`src/rtl/core/rrdf_pkg.sv`:
```
// ============================================================================
// Recent request duplicate filter: shared types and constants
// Sizes, register codes, entry layout and the controller/datapath
// command and status groups.
// ============================================================================
package rrdf_pkg;

   localparam int DEPTH      = 128;
   localparam int ADDR_W     = $clog2(DEPTH);
   localparam int CNT_W      = $clog2(DEPTH + 1);
   localparam int SUM_W      = CNT_W + 1;
   localparam int LIMIT_W    = 8;
   localparam int CMP_W      = ((CNT_W > LIMIT_W) ? CNT_W : LIMIT_W) + 1;
   localparam int REQ_W      = 48;
   localparam int ID_W       = 32;
   localparam int TICK_W     = 32;
   localparam int COUNT_W    = 8;
   localparam int CSR_IDX_W  = 1;
   localparam int CSR_DATA_W = 32;

   localparam logic [CSR_IDX_W-1:0] CSR_EXPIRY_TICKS = 1'b0;
   localparam logic [CSR_IDX_W-1:0] CSR_CACHE_LIMIT  = 1'b1;

   localparam logic [TICK_W-1:0]  EXPIRY_RESET = 32'd10;
   localparam logic [LIMIT_W-1:0] LIMIT_RESET  = 8'd100;

   typedef struct packed {
      logic [REQ_W-1:0]  requester;
      logic [ID_W-1:0]   id;
      logic [TICK_W-1:0] tick;
   } entry_type;

   typedef enum logic [2:0] {
      ST_IDLE,
      ST_EXPIRE,
      ST_SEARCH,
      ST_SHIFT,
      ST_UPDATE
   } state_type;

   typedef enum logic [1:0] {
      SCAN_EXPIRE,
      SCAN_SEARCH,
      SCAN_SHIFT
   } scan_mode_type;

   typedef struct packed {
      logic          load;
      logic          init;
      logic          init_after_hit;
      logic          run;
      scan_mode_type mode;
      logic          commit_expiry;
      logic          save_hit;
      logic          update;
   } ctrl_cmd_type;

   typedef struct packed {
      logic scan_end;
      logic expire_stop;
      logic match;
      logic rsp_busy;
   } dp_status_type;

endpackage

```
`src/rtl/core/rrdf_ctrl.sv`:
```
// ============================================================================
// Recent request duplicate filter: controller
// Sequences expiry scan, search, compaction and update for one request.
// ============================================================================
module rrdf_ctrl import rrdf_pkg::*; (
   input  logic          clock,
   input  logic          reset,
   input  logic          req_valid,
   output logic          req_ready,
   input  dp_status_type sts,
   output ctrl_cmd_type  cmd
);

   state_type state_ff;
   state_type state_in;

   always_ff @(posedge clock) begin
      if (reset) begin
         state_ff <= ST_IDLE;
      end else begin
         state_ff <= state_in;
      end
   end

   always_comb begin
      state_in  = state_ff;
      req_ready = 1'b0;
      cmd       = '0;
      cmd.mode  = SCAN_EXPIRE;
      unique case (state_ff)
         ST_IDLE: begin
            req_ready = 1'b1;
            if (req_valid) begin
               cmd.load = 1'b1;
               cmd.init = 1'b1;
               state_in = ST_EXPIRE;
            end
         end
         ST_EXPIRE: begin
            cmd.run  = 1'b1;
            cmd.mode = SCAN_EXPIRE;
            if (sts.expire_stop) begin
               cmd.commit_expiry = 1'b1;
               cmd.init          = 1'b1;
               state_in          = ST_SEARCH;
            end
         end
         ST_SEARCH: begin
            cmd.run  = 1'b1;
            cmd.mode = SCAN_SEARCH;
            if (sts.match) begin
               cmd.save_hit       = 1'b1;
               cmd.init_after_hit = 1'b1;
               state_in           = ST_SHIFT;
            end else if (sts.scan_end) begin
               state_in = ST_UPDATE;
            end
         end
         ST_SHIFT: begin
            cmd.run  = 1'b1;
            cmd.mode = SCAN_SHIFT;
            if (sts.scan_end) begin
               state_in = ST_UPDATE;
            end
         end
         ST_UPDATE: begin
            // Hold the finished result until the output register is free.
            if (!sts.rsp_busy) begin
               cmd.update = 1'b1;
               state_in   = ST_IDLE;
            end
         end
         default: begin
            state_in = ST_IDLE;
         end
      endcase
   end

endmodule

```
`config.mk`:
```
export PLATFORM = sky130hd
export DESIGN_NAME = rrdf_ctrl
export DESIGN_NICKNAME = d
export VERILOG_FILES = /design/src/rtl/core/rrdf_pkg.sv /design/src/rtl/core/rrdf_ctrl.sv
export SDC_FILE = /design/constraint.sdc
export NUM_CORES = 1
export LEC_CHECK = 0
export BUFFER_PORTS_ARGS = -buffer_cell sky130_fd_sc_hd__clkbuf_2
export CAP_MARGIN = 30
export CORE_AREA = 2 2 39 41
export DETAILED_ROUTE_END_ITERATION = 7
export DIE_AREA = 0 0 41 43
export GPL_TIMING_DRIVEN = 0
export SLEW_MARGIN = 10
export SYNTH_ARGS = -nofsm -noshare
export SYNTH_HDL_FRONTEND = slang
export SYNTH_SLANG_ARGS = --single-unit
```
`constraint.sdc`:
```
create_clock -name clock -period 2.9 [get_ports clock]
set_clock_uncertainty 0.05 [all_clocks]
set_input_delay 0.58 -clock clock [delete_from_list [all_inputs] [get_ports clock]]
set_output_delay 0.58 -clock clock [all_outputs]
set_load 0.005 [all_outputs]
```
==> results of run 1 <==
final timing paths:
kind,from,end,cells after the start
setup / recovery,state_ff[2]$_SDFFE_PP0P_,cmd[6],5
hold reg to reg,state_ff[0]$_SDFFE_PP0P_,state_ff[0]$_SDFFE_PP0P_,2
hold / removal,reset,state_ff[0]$_SDFFE_PP0P_,2
setup reg to reg,state_ff[1]$_SDFFE_PP0P_,state_ff[0]$_SDFFE_PP0P_,3
critical path, delay by kind of cell (launching register included):
kind          cells  cell delay (ps)
flops             1              320
buf+inv           3              550
simple gates      2              300
final cells by class:
cell class / count / area, sq um
buffer: 4 / 30.03
fill: 160 / 999.7
timing repair buffer: 16 / 80.08
sequential: 3 / 60.06
clock buffer: 4 / 26.28
multi-input combinational: 24 / 167.7
tap: 16 / 20.02
per-stage QoR:
| stage | hold WS, ps | cells | cell area, sq um | total power [mW] |
|---|---|---|---|---|
| 2_1_floorplan | 483.1 | 31 | 257.7 | 0.08024 |
| 3_3_place_gp | 507.3 | 63 | 357.8 | 0.1001 |
| 3_5_place_dp | 516.4 | 63 | 357.8 | 0.1009 |
| 4_1_cts | 491.1 | 67 | 384.1 | 0.1759 |
| 5_1_grt | 498.9 | 67 | 384.1 | 0.1871 |
| 6_report | 500.0 | 67 | 384.1 | 0.1733 |
power groups by stage:
stage / Clock (mW) / Sequential, mW / Combinational [mW]
detailed placement: 0 / 0.0460 / 0.0549
floorplan: 0 / 0.0459 / 0.0343
finish: 0.0727 / 0.0454 / 0.0552
global route: 0.0806 / 0.0456 / 0.0609
global placement: 0 / 0.0460 / 0.0541
CTS: 0.0753 / 0.0454 / 0.0552
placed cells by master (no fill, tap or decap), types with 2 or more instances in the layout:
cell type	n
and2_1	2
buf_4	2
clkbuf_1	2
clkbuf_2	16
clkbuf_4	3
dfxtp_1	3
nor2_1	4
nor3_1	2
logic make-up after synthesis:
family	Yosys count	share of synthesized area
buffers and inverters	4	0.1165
AND/OR/NAND/NOR	18	0.4175
flip-flops	3	0.2330
multiplexers	2	0.09707
AO/OA/AOI/OAI	4	0.1359
metal layers:
| metal | up-vias | global-route usage | wire length [microns] |
|---|---|---|---|
| met3 | 0 | 0.03141 | 41 |
| met5 | - | 0 | 0 |
| met2 | 11 | 0.1125 | 303 |
| met1 | 125 | 0.09265 | 300 |
| met4 | 0 | 0.1200 | 0 |
| li1 | 150 | - | - |
==> impl_metrics.json, run 1 <==
{
  "yosysWarnings": 0,
  "drcViolationCount": 0,
  "yosysMostFrequentCell": "nor2_1",
  "cts_tree": "built",
  "cp_cell_sequence": "clkbuf_1 > nor3b_1 > and2_1 > buf_4 > clkbuf_2",
  "grt_first_pass_wirelength_microns": 966,
  "drt_iter0_drc": 7,
  "clock_path_buffers": 2,
  "slew_violations": 0,
  "cts_root_buf": "clkbuf_4",
  "largest_reg_flops": 3,
  "syn-cell-area_sq_um": 257.7,
  "via_per_inst": 4.269,
  "cts_hold_buffers": 0,
  "period_needed_ps": 2026,
  "cts.sinks": 3,
  "syn_nets": 38,
  "critPathCaptureType": "output port",
  "start_util": 0.1863,
  "worst_path_max_delay_cell": "clkbuf_1",
  "pwr_density_cell_nw_per_um2": 451.1,
  "grt_pass1_vias": 252,
  "core_area_sq_um": 1384,
  "htreeDepth": 1,
  "fp.dieH_microns": 43,
  "cts_setup_buffers": 0,
  "p_leak_nw": 0.1899,
  "critPathLaunchType": "flip-flop",
  "avgSynthCellArea_sq_um": 8.314,
  "crit_fanout": 10,
  "grt_overflow": 0,
  "syn2layout_area_growth_pct": 49.03,
  "synth_cell_types": 23,
  "wire_per_inst_microns": 9.627,
  "drtAntennaViolNets": 0,
  "synth_area_leader_cell": "dfxtp_1",
  "seq_area_frac_synth": 0.2330,
  "ys_async_sr_fraction": 0,
  "dr.pass1.iters": 3,
  "maxCapViolations": 0,
  "io_buffers": 16,
  "combinationalPowerShare": 0.318,
  "worstPathArrival_ps": 1400,
  "status": "completed",
  "switching_power_uw": 48.89,
  "fmax_mhz": 493.7,
  "ys.flop_type": "dfxtp_1",
  "required_ps": 2270,
  "tns_ps": 0,
  "syn_inst": 31,
  "synth.area.top_cells": "dfxtp_1, a2111oi_2, buf_4",
  "peakVddDrop_mv": 0.1333,
  "finalHoldViolations": 0,
  "reg2reg_slack_ps": 1630,
  "pre_cts_slack_ps": 1109,
  "insertion_delay_ps": 230,
  "timing.final.ws_setup_ps": 874.5,
  "p_seq_frac": 0.262,
  "wl_microns": 645,
  "ys_ff_latch": 3,
  "synth_common_cells": "nor2_1, dfxtp_1, and2_1, buf_4, nor3_1",
  "cts.repair.resized": 0,
  "fin_nets": 59,
  "reg_top3": "state_ff (3)",
  "path_class": "reg2out",
  "gp_congestion": 0.8238,
  "relSlewSlack": 0.7351,
  "boundaryPins": 17,
  "rows": 14,
  "gr-usage-all-layers": 0.08918,
  "synth_top_cell_area_share": 0.2330,
  "die_area_sq_um": 1763,
  "cp_slowest_stage_delay_ps": 330,
  "cts_buffers": 3,
  "drive_gt1_frac": 0.5294,
  "antenna_found_initial": 0,
  "rsz0062_at_grt": "no",
  "top_register": "state_ff",
  "setup_viol_count_final": 0,
  "internal_power_uw": 124.4,
  "netSwitchingFraction": 0.2822,
  "synth_edf_count": 0,
  "worstMarginPinSlew_ps": 397.4,
  "final_core_util": 0.2776,
  "clkTransAtPathRegs_ps": 40,
  "dp_hpwl_microns": 492.8,
  "die_x_microns": 41,
  "grt_max_degree": 11,
  "min_path_type": "in2reg",
  "power_frac_clock": 0.420,
  "fin_crit_sh": 0.6985,
  "num_antenna_cells": 0,
  "vias": 286
}
(Power assumes the default switching activity.)
==> run 2, diff against run 1 <==
==> constraint.sdc (replaced) <==
create_clock -name clock -period 1.7 [get_ports clock]
set_clock_uncertainty 0.05 [all_clocks]
set_input_delay 0.34 -clock clock [delete_from_list [all_inputs] [get_ports clock]]
set_output_delay 0.34 -clock clock [all_outputs]
set_load 0.005 [all_outputs]
==> run 2 against run 1 <==
  * Clock power rose by 71%
  * Wire length grew 4.0%
  * Sequential cell count did not move
  * Hold slack got worse by 240 ps
  * Register-to-register slack worse by 1200 ps
  * Combinational power is 87% higher
  * Die area unchanged
  * Sequential power up 72%
  * Power rose by 76%
  * Largest cell class unchanged
==> impl_metrics.json, run 2 (synthesized netlist as in run 1, its figures left out) <==
{
  "status": "completed",
  "core_area_sq_um": 1384,
  "final_cell_area_sq_um": 416.7,
  "htreeDepth": 1,
  "p_leak_nw": 0.2045,
  "drtAntennaViolNets": 0,
  "die_x_microns": 41,
  "cts.sinks": 3,
  "worstPathArrival_ps": 1240,
  "slew_violations": 0,
  "gp_congestion": 0.8238,
  "maxCapViolations": 0,
  "holdWs_ps": 257.8,
  "combinationalPowerShare": 0.337,
  "peakVddDrop_mv": 0.2273,
  "post-place-cells": 63,
  "cts_root_buf": "clkbuf_4",
  "num_antenna_cells": 0,
  "worst_path_max_delay_cell": "dfxtp_2",
  "vias": 297,
  "cp_cell_sequence": "buf_6 > nor3b_4 > and2_4 > buf_4 > clkbuf_2",
  "drive_gt1_frac": 0.6346,
  "fmax_mhz": 613.9,
  "cts_buffers": 3,
  "clkTransAtPathRegs_ps": 40,
  "finalHoldViolations": 0,
  "io_buffers": 16,
  "relSlewSlack": 0.8280,
  "drcViolationCount": 0,
  "tns_ps": 0,
  "wl_microns": 671,
  "crit_family": "simple AND/OR/NAND/NOR gates",
  "start_util": 0.1863,
  "cp_slowest_stage_delay_ps": 320,
  "wire_per_inst_microns": 9.868,
  "timing.final.ws_setup_ps": 71.09,
  "reg_top3": "state_ff (3)",
  "insertion_delay_ps": 230,
  "min_path_type": "in2reg",
  "setup_viol_count_final": 0,
  "p_seq_frac": 0.256,
  "antenna_found_initial": 0,
  "required_ps": 1310,
  "gr-usage-all-layers": 0.08918,
  "dr.pass1.iters": 4,
  "pwr_density_cell_nw_per_um2": 731.0,
  "final_common_cell": "clkbuf_2",
  "grt_max_degree": 11,
  "syn2layout_area_growth_pct": 61.65,
  "fin_nets": 60,
  "final_core_util": 0.3011,
  "rows": 14,
  "fin_cells": 68,
  "path_buf_inv": 3,
  "fillCellCount": 161,
  "pre_cts_slack_ps": 148.6,
  "fin_crit_sh": 0.9582,
  "internal_power_uw": 218.2,
  "most-common-layout-cells": "clkbuf_2, buf_4, nor2_1, clkbuf_4",
  "die_area_sq_um": 1763,
  "path_class": "reg2out",
  "crit_fanout": 10,
  "cts_tree": "built",
  "total_power_uw": 304.6,
  "drt_iter0_drc": 3,
  "cts_hold_buffers": 0,
  "power_frac_clock": 0.407,
  "dp_hpwl_microns": 492.8,
  "netSwitchingFraction": 0.2835,
  "via_per_inst": 4.368,
  "dpl_cell_area_sq_um": 357.8,
  "top_register": "state_ff",
  "fp.dieH_microns": 43,
  "boundaryPins": 17,
  "clock_path_buffers": 2,
  "switching_power_uw": 86.33,
  "grt_first_pass_wirelength_microns": 966,
  "grt_overflow": 0,
  "largest_reg_flops": 3,
  "grt_pass1_vias": 250,
  "critPathLaunchType": "flip-flop",
  "period_needed_ps": 1629,
  "worstMarginPinSlew_ps": 256.5,
  "critPathCaptureType": "output port"
}
-- run 2: per-layer routing --
layer  up-vias  wire (microns)  track usage
met1       130             282      0.09904
met2        13             343       0.1063
li1        154               -            -
met4         0               0       0.1200
met3         0              45      0.03141
met5         -               0            0
-- run 2: power by group through the flow --
stage | clock [mW] | sequential [mW] | combinational, mW
after floorplan | 0 | 0.0784 | 0.0585
after global placement | 0 | 0.0785 | 0.0923
after detailed placement | 0 | 0.0785 | 0.0936
after CTS | 0.129 | 0.0774 | 0.0952
after global routing | 0.137 | 0.0782 | 0.114
final | 0.124 | 0.0779 | 0.103
-- run 2: worst paths after layout --
check             slack, ps                  endpoint                      from  depth (start not counted)
hold reg to reg         530  state_ff[0]$_SDFFE_PP0P_  state_ff[2]$_SDFFE_PP0P_                          2
hold / removal          260  state_ff[0]$_SDFFE_PP0P_                     reset                          2
setup reg to reg        450  state_ff[0]$_SDFFE_PP0P_  state_ff[1]$_SDFFE_PP0P_                          3
setup / recovery         70                    cmd[6]  state_ff[1]$_SDFFE_PP0P_                          5
-- run 2: layout make-up --
| type | count | area (sq um) | area share |
|---|---|---|---|
| Tap cell | 16 | 20.02 | 0.04805 |
| Multi-Input combinational cell | 24 | 183.9 | 0.4414 |
| Buffer | 4 | 37.54 | 0.09009 |
| Timing Repair Buffer | 17 | 87.58 | 0.2102 |
| Sequential cell | 3 | 61.31 | 0.1471 |
| Clock buffer | 4 | 26.28 | 0.06306 |
-- run 2: worst register-to-register path, delay by kind of cell, from the launching register on --
family,cells,cell delay (ps)
AOI/OAI and AO/OA,1,340
muxes,1,310
buffers and inverters,1,130
DFF,1,320
-- run 2: timing repair --
item                                    4_1_cts  5_1_grt
resized for setup                             2        8
setup buffers                                 0        1
pin swaps                                     0        2
endpoints found under the setup margin        2        2
